File: src/sv/msig_pkg.sv
// Package with the shared constants and types of the masked signature scanner.
`default_nettype none

package msig_pkg;

    localparam int MAX_PATTERN_LEN = 8;
    localparam int NUM_SIGNATURES  = 3;

    localparam int WIN_DEPTH  = MAX_PATTERN_LEN - 1;
    localparam int SEQ_W      = 8 * MAX_PATTERN_LEN;
    localparam int POS_W      = (MAX_PATTERN_LEN > 1) ? $clog2(MAX_PATTERN_LEN) : 1;
    localparam int LEN_W      = 4;
    localparam int SEEN_W     = 32;
    localparam int CFG_IDX_W  = 3;
    localparam int CFG_DATA_W = 64;
    localparam int MASK_W     = 8 * NUM_SIGNATURES;
    localparam int LENS_W     = LEN_W * NUM_SIGNATURES;

    // Configuration register indexes.
    localparam logic [CFG_IDX_W-1:0] REG_PATTERN_0   = 3'd0;
    localparam logic [CFG_IDX_W-1:0] REG_PATTERN_1   = 3'd1;
    localparam logic [CFG_IDX_W-1:0] REG_PATTERN_2   = 3'd2;
    localparam logic [CFG_IDX_W-1:0] REG_MASKS       = 3'd3;
    localparam logic [CFG_IDX_W-1:0] REG_LENGTHS     = 3'd4;
    localparam logic [CFG_IDX_W-1:0] REG_SCAN_LIMIT  = 3'd5;

    typedef logic [1:0] verdict_t;
    localparam verdict_t VERDICT_NONE    = 2'd0;
    localparam verdict_t VERDICT_PARTIAL = 2'd1;
    localparam verdict_t VERDICT_FULL    = 2'd2;

    typedef logic [1:0] sig_idx_t;

    typedef struct packed {
        verdict_t verdict;
        sig_idx_t matched_signature;
    } result_t;

endpackage

`default_nettype wire

File: src/sv/msig_match.sv
// Masked compare of one signature against the current byte and the byte window.
`default_nettype none

module msig_match
    import msig_pkg::*;
(
    input  logic [SEQ_W-1:0]           seq,      // byte 0 is the newest byte
    input  logic [SEQ_W-1:0]           pattern,
    input  logic [MAX_PATTERN_LEN-1:0] mask,
    input  logic [LEN_W-1:0]           len,
    input  logic [SEEN_W-1:0]          seen,
    output logic                       hit
);

    logic             len_ok;
    logic             enough;
    logic             miss;
    logic [POS_W-1:0] pos;
    logic [7:0]       got;
    logic [7:0]       want;

    assign len_ok = (len != '0) && (len <= LEN_W'(MAX_PATTERN_LEN));
    // Enough scanned bytes, counting the current one, to cover the signature.
    assign enough = ({1'b0, seen} + 33'd1) >= 33'(len);

    // Signature byte i lines up with the byte that arrived len-1-i items ago.
    always_comb
    begin
        miss = 1'b0;
        pos  = '0;
        got  = '0;
        want = '0;
        for (int i = 0; i < MAX_PATTERN_LEN; i++)
        begin
            pos  = POS_W'(int'(len) - 1 - i);
            got  = seq[8*pos +: 8];
            want = pattern[8*i +: 8];
            if ((i < int'(len)) && mask[i] && (got != want))
            begin
                miss = 1'b1;
            end
        end
    end

    assign hit = len_ok && enough && !miss;

endmodule

`default_nettype wire

File: src/sv/masked_signature_scanner.sv
// Top level of the masked signature scanner: registers, window, flags and verdict.
//
//   Channel   Direction  Payload                                  Handshake
//   s_*       in         tdata[7:0] image_byte, tlast final_byte  tvalid/tready
//   m_*       out        tdata[1:0] verdict, [3:2] matched_sig    tvalid/tready
//   cfg_*     in         cfg_index selects, cfg_data holds value  cfg_we
//
// A byte is taken into the input register and scanned in the following cycle,
// unless it is a final byte that must wait; the verdict of a final byte is
// loaded into the output register when it advances, and drives m_tvalid from there.
// The block sustains one byte per cycle; only a final byte can wait, and only
// while an earlier verdict still stands unaccepted in the output register.
// Reset clears the window, byte count, hit flags and all configuration
// registers (scan_limit to all ones); no clearing pass is needed.
`default_nettype none

module masked_signature_scanner
    import msig_pkg::*;
(
    input  logic                  clk,
    input  logic                  rst_n,

    input  logic                  cfg_we,
    input  logic [CFG_IDX_W-1:0]  cfg_index,
    input  logic [CFG_DATA_W-1:0] cfg_data,

    input  logic                  s_tvalid,
    output logic                  s_tready,
    input  logic [7:0]            s_tdata,   // [7:0] image_byte
    input  logic                  s_tlast,   // final_byte

    output logic                  m_tvalid,
    input  logic                  m_tready,
    output logic [7:0]            m_tdata    // [1:0] verdict, [3:2] matched_signature
);

    // Configuration registers.
    logic [SEQ_W-1:0]  pattern_reg [NUM_SIGNATURES];
    logic [MASK_W-1:0] masks_reg;
    logic [LENS_W-1:0] lengths_reg;
    logic [SEEN_W-1:0] limit_reg;

    // Input register.
    logic              in_valid_reg;
    logic [7:0]        in_byte_reg;
    logic              in_last_reg;

    // Scan state.
    logic [7:0]        win_reg [WIN_DEPTH];
    logic [SEEN_W-1:0] seen_reg;
    logic [NUM_SIGNATURES-1:0] hit_reg;
    logic [NUM_SIGNATURES-1:0] hit_next;
    logic [NUM_SIGNATURES-1:0] sig_hit;

    // Output register.
    logic              out_valid_reg;
    result_t           out_reg;
    result_t           out_next;

    logic              advance;
    logic              scanning;
    logic [SEQ_W-1:0]  seq;

    // A non-final byte always moves on; a final byte needs room for its verdict.
    assign advance  = in_valid_reg && (!in_last_reg || !out_valid_reg || m_tready);
    assign s_tready = !in_valid_reg || advance;
    assign scanning = advance && (seen_reg < limit_reg);

    // Configuration writes; indexes past the register list are ignored.
    always_ff @(posedge clk or negedge rst_n)
    begin
        if (!rst_n)
        begin
            for (int s = 0; s < NUM_SIGNATURES; s++)
            begin
                pattern_reg[s] <= '0;
            end
            masks_reg   <= '0;
            lengths_reg <= '0;
            limit_reg   <= '1;
        end
        else if (cfg_we)
        begin
            priority if (cfg_index == REG_MASKS)
            begin
                masks_reg <= MASK_W'(cfg_data);
            end
            else if (cfg_index == REG_LENGTHS)
            begin
                lengths_reg <= LENS_W'(cfg_data);
            end
            else if (cfg_index == REG_SCAN_LIMIT)
            begin
                limit_reg <= cfg_data[SEEN_W-1:0];
            end
            else
            begin
                for (int s = 0; s < NUM_SIGNATURES; s++)
                begin
                    if (cfg_index == CFG_IDX_W'(s))
                    begin
                        pattern_reg[s] <= cfg_data;
                    end
                end
            end
        end
    end

    // Input register, loaded whenever the slave side completes a transaction.
    always_ff @(posedge clk or negedge rst_n)
    begin
        if (!rst_n)
        begin
            in_valid_reg <= 1'b0;
        end
        else if (s_tready)
        begin
            in_valid_reg <= s_tvalid;
        end
    end

    always_ff @(posedge clk)
    begin
        if (s_tvalid && s_tready)
        begin
            in_byte_reg <= s_tdata;
            in_last_reg <= s_tlast;
        end
    end

    // Newest byte first, then the window from most to least recent.
    always_comb
    begin
        seq[7:0] = in_byte_reg;
        for (int j = 1; j < MAX_PATTERN_LEN; j++)
        begin
            seq[8*j +: 8] = win_reg[j-1];
        end
    end

    // One compare unit per signature, all working on the same byte.
    for (genvar s = 0; s < NUM_SIGNATURES; s++)
    begin : g_sig
        msig_match u_match (
            .seq     (seq),
            .pattern (pattern_reg[s]),
            .mask    (masks_reg[8*s +: MAX_PATTERN_LEN]),
            .len     (lengths_reg[LEN_W*s +: LEN_W]),
            .seen    (seen_reg),
            .hit     (sig_hit[s])
        );
    end

    assign hit_next = scanning ? (hit_reg | sig_hit) : hit_reg;

    // The lowest index above signature 0 wins; signature 0 alone is partial.
    always_comb
    begin
        out_next.verdict           = VERDICT_NONE;
        out_next.matched_signature = '0;
        for (int s = NUM_SIGNATURES - 1; s > 0; s--)
        begin
            if (hit_next[s])
            begin
                out_next.verdict           = VERDICT_FULL;
                out_next.matched_signature = sig_idx_t'(s);
            end
        end
        if ((out_next.verdict == VERDICT_NONE) && hit_next[0])
        begin
            out_next.verdict = VERDICT_PARTIAL;
        end
    end

    // Scan state: bytes past the limit are neither compared nor windowed, and
    // the final byte returns everything to its start state.
    always_ff @(posedge clk or negedge rst_n)
    begin
        if (!rst_n)
        begin
            for (int k = 0; k < WIN_DEPTH; k++)
            begin
                win_reg[k] <= '0;
            end
            seen_reg <= '0;
            hit_reg  <= '0;
        end
        else if (advance)
        begin
            if (in_last_reg)
            begin
                for (int k = 0; k < WIN_DEPTH; k++)
                begin
                    win_reg[k] <= '0;
                end
                seen_reg <= '0;
                hit_reg  <= '0;
            end
            else if (scanning)
            begin
                win_reg[0] <= in_byte_reg;
                for (int k = 1; k < WIN_DEPTH; k++)
                begin
                    win_reg[k] <= win_reg[k-1];
                end
                seen_reg <= seen_reg + 1'b1;
                hit_reg  <= hit_next;
            end
        end
    end

    // Output register holding one verdict until the master side takes it.
    always_ff @(posedge clk or negedge rst_n)
    begin
        if (!rst_n)
        begin
            out_valid_reg <= 1'b0;
        end
        else if (advance && in_last_reg)
        begin
            out_valid_reg <= 1'b1;
        end
        else if (m_tready)
        begin
            out_valid_reg <= 1'b0;
        end
    end

    always_ff @(posedge clk)
    begin
        if (advance && in_last_reg)
        begin
            out_reg <= out_next;
        end
    end

    assign m_tvalid = out_valid_reg;
    assign m_tdata  = {4'b0000, out_reg.matched_signature, out_reg.verdict};

endmodule

`default_nettype wire

File: config.mk
export PLATFORM = sky130hd
export DESIGN_NAME = masked_signature_scanner
export DESIGN_NICKNAME = d
export VERILOG_FILES = /design/src/sv/msig_pkg.sv /design/src/sv/msig_match.sv /design/src/sv/masked_signature_scanner.sv
export SDC_FILE = /design/constraint.sdc
export NUM_CORES = 1
export LEC_CHECK = 0
export ABC_AREA = 1
export BUFFER_PORTS_ARGS = -buffer_cell sky130_fd_sc_hd__buf_2
export CORE_ASPECT_RATIO = 1.25
export CORE_MARGIN = 2
export CORE_UTILIZATION = 25
export DETAILED_ROUTE_END_ITERATION = 6
export PLACE_DENSITY_LB_ADDON = 0.1
export SYNTH_ARGS = -nofsm -noshare
export SYNTH_HDL_FRONTEND = slang
export SYNTH_SLANG_ARGS = --single-unit
File: constraint.sdc
create_clock -name clk -period 7.5 [get_ports clk]
set_input_delay 1.5 -clock clk [delete_from_list [all_inputs] [get_ports clk]]
set_output_delay 1.5 -clock clk [all_outputs]
set_load 0.005 [all_outputs]
==> results of run 1 <==
[cells by family after synthesis]
kind of cell    count (synthesis)  synth area share (%)
other cells                     1                0.0137
buf+inv                       590                  8.89
simple gates                 2819                  42.8
fa+ha+maj                      53                  2.43
xor+xnor                       30                  1.02
compound gates                556                  11.0
flops                         366                  33.9
[metrics by stage]
step / cells / power (W) / hold WS [ns] / worst slack, ns / util [%]
after floorplan: 4418 / 0.00524 / 0.447 / 4.31 / -
after global placement: 5788 / 0.00665 / 0.461 / 2.54 / 26.8
after detailed placement: 5788 / 0.00665 / 0.470 / 2.55 / 26.8
after CTS: 5880 / 0.00923 / 0.487 / 2.51 / 28.3
after global routing: 5880 / 0.00979 / 0.509 / 2.20 / 28.3
final: 5882 / 0.00915 / 0.484 / 2.58 / 28.3
[layer usage]
layer  vias up  share of wire (%)  wire, um  global-route usage [%]
met1     13300                 41     54800                    28.2
met4         0                5.4      7210                    11.0
met5         -                  0         0                       0
met3       184                3.6      4850                    2.12
met2       708                 50     67200                    42.2
li1      14100                  -         -                       -
[final cells by class]
class | count | area, um2 | area share, %
Clock buffer | 72 | 1430 | 4.67
Tap cell | 1438 | 1800 | 5.85
Antenna cell | 2 | 5.00 | 0.0163
Timing Repair Buffer | 133 | 818 | 2.66
Inverter | 389 | 1460 | 4.75
Clock inverter | 20 | 256 | 0.835
Sequential cell | 366 | 9280 | 30.2
Multi-Input combinational cell | 3462 | 15700 | 51.0
[cells in the mapped netlist, types with 11 or more instances]
| master | instances | area, um2 |
|---|---|---|
| nand2_1 | 2084 | 7820 |
| nand3_1 | 437 | 2190 |
| o21ai_0 | 399 | 2000 |
| inv_1 | 380 | 1430 |
| dfrtp_1 | 321 | 8030 |
| nor2_1 | 139 | 522 |
| clkbuf_1 | 100 | 375 |
| nand3b_1 | 98 | 736 |
| o22ai_1 | 80 | 500 |
| buf_2 | 57 | 285 |
| ha_1 | 53 | 663 |
| dfstp_2 | 32 | 841 |
| a21oi_1 | 26 | 130 |
| o211ai_1 | 24 | 180 |
| xor2_1 | 21 | 184 |
| nand4_1 | 19 | 119 |
| nand2_2 | 18 | 113 |
| buf_1 | 17 | 63.8 |
| buf_4 | 16 | 120 |
| edfxtp_1 | 13 | 390 |
| a21boi_0 | 11 | 82.6 |
| buf_6 | 11 | 124 |
[worst max-delay path, stage by stage, from the launching register on]
cell and delay [ns]:
dfrtp_4 0.86, inv_2 0.07, ha_1 0.33, inv_2 0.58, nand2_1 0.14, nand2_2 0.68
nand2_1 0.22, nand3_1 0.15, nand2_1 0.06, nand2_1 0.06, nand2_1 0.05, inv_1 0.06
nand2_1 0.05, nor2_1 0.31, nand2_1 0.10, nand2_1 0.07, nand2_1 0.05, nor2_1 0.19
nand4_1 0.24, nand2_2 0.16, inv_2 0.05, nand2_2 0.06, nor2_2 0.03
[power breakdown]
| group | total [W] | internal, W | switching, W | leakage [nW] |
|---|---|---|---|---|
| Combinational | 0.00395 | 0.00115 | 0.00280 | 10.1 |
| Clock | 0.00253 | 0.00150 | 0.00104 | 0.829 |
| Sequential | 0.00266 | 0.00230 | 0.000363 | 4.61 |
[worst min-delay path by stage]
stage,from,endpoint,slack [ns],cells past startpoint
2_1_floorplan,masks_reg[0]$_DFFE_PN0P_,masks_reg[0]$_DFFE_PN0P_,0.45,2
3_3_place_gp,masks_reg[21]$_DFFE_PN0P_,masks_reg[21]$_DFFE_PN0P_,0.46,2
3_5_place_dp,masks_reg[21]$_DFFE_PN0P_,masks_reg[21]$_DFFE_PN0P_,0.47,2
4_1_cts,masks_reg[0]$_DFFE_PN0P_,masks_reg[0]$_DFFE_PN0P_,0.49,2
5_1_grt,limit_reg[9]$_DFFE_PN1P_,limit_reg[9]$_DFFE_PN1P_,0.51,2
6_report,masks_reg[0]$_DFFE_PN0P_,masks_reg[0]$_DFFE_PN0P_,0.48,2
==> run_results.csv, run 1 <==
group,metric,value,unit
floorplan,die-area,112000,um2
worst_setup_path,rr_worst_depth,22,
synth,syn_inst,4415,
synth,avgSynthCellArea,6.19,um2
timing,timing.fmax,203,MHz
placed_design,port_buffers,86,
worst_setup_path,crit_start,"lengths_reg[4]$_DFFE_PN0P_",
timing,worst_pin_slew,1.30,ns
floorplan,ios,91,
clock_tree,post_cts_buffers,0,
synth,synth_edf_count,13,
timing,tns,0,ns
power_and_ir_drop,powerDensity,298,nW/um2
layout,final_common_cell,"nand2_1",
layout,drive_gt1_share,6.73,%
detailed_routing,via_per_inst,4.81,
timing,drv_slew,0,
detailed_routing,vias,28300,
clock_tree,cts_buffer_depth,3,
clock_tree,cts-buffers-inserted,50,
timing,hold_viol,0,
detailed_routing,firstDrtPassIters,6,
timing,rsz0062_at_grt,"false",
timing,setup_viol,0,
clock_tree,path_clk_slew,0.06,ns
worst_setup_path,cp_max_fo,54,
synth,postSynth.asyncResetShare,96.4,%
power_and_ir_drop,vdd_drop_max,0.189,mV
clock_tree,ctsResizeCount,0,
detailed_routing,wl,134,mm
worst_setup_path,reg2reg_to,"m_tdata[0]$_SDFFCE_PP1P_",
global_route,grt_pass1_vias,26800,
worst_setup_path,required,7.87,ns
clock_tree,clockRootBuffer,"clkbuf_16",
global_route,grt-ovfl-total,0,
synth,synth_cell_types,40,
timing,min_period,4.92,ns
floorplan,rows,135,
layout,syn2layout_area_growth,12.5,%
power_and_ir_drop,leakage,15.6,nW
layout,nets,4536,
worst_hold_path,worstHoldPathType,"flip-flop to flip-flop",
floorplan,fp.dieW,300,um
worst_setup_path,endpoint_kind,"flip-flop",
worst_setup_path,arrival,5.29,ns
timing,skew,0.0291,ns
floorplan,die_y,374,um
synth,syn-cell-area,27300,um2
clock_tree,h-tree-depth,2,
flow_run,maxCapViolCount,0,
global_route,antenna_found_initial,9,
synth,ys_ff_latch,366,
synth,synth-seq-area-share,33.9,%
global_route,grt_max_degree,137,
synth,yosys_warnings,0,
detailed_routing,drc,0,
detailed_routing,wire_per_inst,22.8,um
layout,largest_register_ffs,192,
clock_tree,cts_sinks,366,
worst_setup_path,crit_type,"flip-flop to flip-flop",
run_status,outcome,"completed",
layout,final_cell_mix,"2080 x nand2_1, 435 x nand3_1, 399 x o21ai_0",
placed_design,gp_congestion,0.918,
global_route,grtUsageTotal,23.6,%
placed_design,placedInstanceArea,29000,um2
worst_setup_path,reg2reg_slack,2.58,ns
clock_tree,clock_latency,0.64,ns
synth,synth_flop_cell,"dfrtp_1",
clock_tree,ctsHoldBuffers,0,
floorplan,start_util,25.2,%
detailed_routing,drtAntennaViolNets,0,
placed_design,dpl.hpwl,102,mm
worst_setup_path,r2r_start,"lengths_reg[4]$_DFFE_PN0P_",
floorplan,core_region_area,108000,um2
worst_setup_path,worst_setup_path_start_kind,"flip-flop",
worst_setup_path,crit_path_end,"m_tdata[0]$_SDFFCE_PP1P_",
timing,period_share,65.6,%
timing,slew_headroom,12.1,%
global_route,grt_pass1_wl,192,mm
layout,design_area,30700,um2
layout,n_fill_cell,12300,
detailed_routing,first_iter_violations,2210,
clock_tree,cts_tree,"done",
Power figures use the tool's default switching activity.
==> inputs of run 2 (changes only) <==
clock period = 4.8 ns   (was 7.5 ns; I/O delays follow)
==> run 2 against run 1 <==
  * Die area is the same
  * Total power grew 56%
  * Clock skew is 0.0035 ns lower
  * Critical endpoint unchanged
  * Sequential power is 55% higher
  * Non-clock buffer count grew 21
  * Count of clock-buffer cells in the layout decreased by 1
  * Largest cell class unchanged
  * Combinational power grew 60%
  * Sequential cell count is the same
  * Largest power group unchanged
  * Cell area is 0.62% higher
  * The run now ends with capacitance limit, slew limit left
  * Clock power is 50% higher
  * Sequential share of layout area down 0.19 points
  * Critical path depth down 5
==> run_results.csv, run 2 (same netlist as run 1, synthesis figures left out) <==
group,metric,value,unit
global_route,grt_pass1_vias,27600,
worst_hold_path,worstHoldPathType,"input port to async pin",
detailed_routing,drc,0,
clock_tree,cts_sinks,366,
run_status,violations,"capacitance limit, slew limit",
power_and_ir_drop,powerDensity,461,nW/um2
clock_tree,cts_tree,"done",
timing,worst_pin_slew,1.53,ns
clock_tree,h-tree-depth,2,
worst_setup_path,cp_common_cell,"nand2_1",
floorplan,die-area,112000,um2
layout,syn2layout_area_growth,13.2,%
worst_setup_path,crit_path_top_delay_cell,"o21ai_0",
timing,fin_ws,0.451,ns
power_and_ir_drop,vdd_drop_max,0.236,mV
worst_setup_path,reg2reg_slack,0.45,ns
worst_setup_path,crit_family,"simple AND/OR/NAND/NOR gates",
layout,final_cell_mix,"2080 x nand2_1, 435 x nand3_1, 399 x o21ai_0",
layout,final-seq-area,9280,um2
clock_tree,cts-buffers-inserted,48,
global_route,grt_pass1_wl,193,mm
layout,largest_register_ffs,192,
worst_setup_path,rr_worst_depth,17,
global_route,grt-ovfl-total,0,
worst_setup_path,worst_setup_path_start_kind,"flip-flop",
layout,n_fill_cell,12300,
clock_tree,post_cts_buffers,0,
placed_design,port_buffers,86,
worst_setup_path,slowest_delay,1.28,ns
timing,tns,0,ns
power_and_ir_drop,power,0.0143,W
floorplan,ios,91,
floorplan,start_util,25.2,%
detailed_routing,vias,28300,
floorplan,fp.dieW,300,um
worst_setup_path,r2r_start,"lengths_reg[8]$_DFFE_PN0P_",
floorplan,die_y,374,um
detailed_routing,wire_per_inst,22.6,um
placed_design,post-place-ws,0.553,ns
timing,slew_headroom,-3.17,%
timing,hold_viol,0,
detailed_routing,wl,133,mm
timing,min_period,4.35,ns
worst_setup_path,path_buf_inv,2,
power_and_ir_drop,leakage,15.7,nW
clock_tree,clockRootBuffer,"clkbuf_16",
worst_setup_path,crit_type,"flip-flop to flip-flop",
detailed_routing,via_per_inst,4.80,
layout,multi_input_area,15700,um2
global_route,grt_max_degree,104,
timing,setup_viol,0,
run_status,outcome,"finished, violations left",
detailed_routing,drtAntennaViolNets,0,
detailed_routing,firstDrtPassIters,6,
clock_tree,path_clk_slew,0.06,ns
flow_run,maxCapViolCount,1,
floorplan,core_region_area,108000,um2
timing,skew,0.0256,ns
worst_setup_path,cp_max_fo,103,
layout,fin_util,28.5,%
detailed_routing,first_iter_violations,2077,
layout,drive_gt1_share,7.20,%
timing,period_share,90.6,%
clock_tree,ctsHoldBuffers,0,
timing,whs,0.349,ns
global_route,grtUsageTotal,23.6,%
placed_design,dpl.hpwl,104,mm
placed_design,gp_congestion,0.971,
clock_tree,cts_buffer_depth,3,
clock_tree,ctsResizeCount,0,
global_route,antenna_found_initial,9,
worst_setup_path,path_cells,"buf_12, o21ai_0, nand2_1, nand3_1, nand3_1, nand2_1, nand2_1, nor2_1, nand2_1, nand2_1, nand2_1, nor2_1, nand4_1, nand2_1, inv_2, nand2_2, nor2_2",
layout,nets,4555,
worst_setup_path,arrival,4.73,ns
layout,final_common_cell,"nand2_1",
clock_tree,clock_latency,0.65,ns
timing,timing.fmax,230,MHz
floorplan,rows,135,
timing,drv_slew,3,
worst_setup_path,required,5.19,ns
worst_setup_path,reg2reg_to,"m_tdata[0]$_SDFFCE_PP1P_",
worst_setup_path,endpoint_kind,"flip-flop",
timing,rsz0062_at_grt,"false",
==> run 2: cell count changes in the layout (fill, tap and decap cells not counted), sizes merged <==
cell	change
clkinvlp	+1
diode	+2
buf	+20
clkinv	+1
bufinv	-3
inv	-2
==> run 2: routing by layer <==
metal / global-route usage [%] / wire length (um) / vias up
li1: - / - / 14100
met1: 27.7 / 54200 / 13300
met4: 12.9 / 8280 / 2
met2: 41.7 / 65900 / 649
met5: 0 / 9 / -
met3: 2.83 / 4960 / 194
==> run 2: layout make-up <==
| cell class | count | share of cell area (%) |
|---|---|---|
| diodes | 4 | 0.0324 |
| clock buffers | 71 | 4.75 |
| clock inverters | 17 | 0.522 |
| inverters | 389 | 4.72 |
| multi-input cells | 3462 | 50.7 |
| flip-flops and latches | 366 | 30.0 |
| well taps | 1438 | 5.82 |
| repair buffers | 154 | 3.44 |
==> run 2: stage by stage <==
| stage | instance area, um2 | cells |
|---|---|---|
| 2_1_floorplan | 27300 | 4418 |
| 6_report | 30900 | 5901 |
| 3_3_place_gp | 29300 | 5808 |
| 5_1_grt | 30900 | 5897 |
| 4_1_cts | 30900 | 5896 |
| 3_5_place_dp | 29300 | 5808 |
==> run 2: worst max-delay path by stage <==
stage,start,to,slack (ns),cells past startpoint
after floorplan,lengths_reg[4]$_DFFE_PN0P_,m_tdata[0]$_SDFFCE_PP1P_,1.76,26
final,lengths_reg[8]$_DFFE_PN0P_,m_tdata[0]$_SDFFCE_PP1P_,0.45,17
after global routing,lengths_reg[5]$_DFFE_PN0P_,m_tdata[0]$_SDFFCE_PP1P_,0.20,22
after global placement,lengths_reg[5]$_DFFE_PN0P_,m_tdata[0]$_SDFFCE_PP1P_,0.54,22
after CTS,lengths_reg[5]$_DFFE_PN0P_,m_tdata[0]$_SDFFCE_PP1P_,0.55,22
after detailed placement,lengths_reg[5]$_DFFE_PN0P_,m_tdata[0]$_SDFFCE_PP1P_,0.55,22
==> run 2: power by group <==
group          switching (W)  total, W  internal, W
combinational        0.00445   0.00632      0.00188
sequential          0.000542   0.00413      0.00359
clock                0.00158   0.00380      0.00222
total                0.00657    0.0143      0.00769
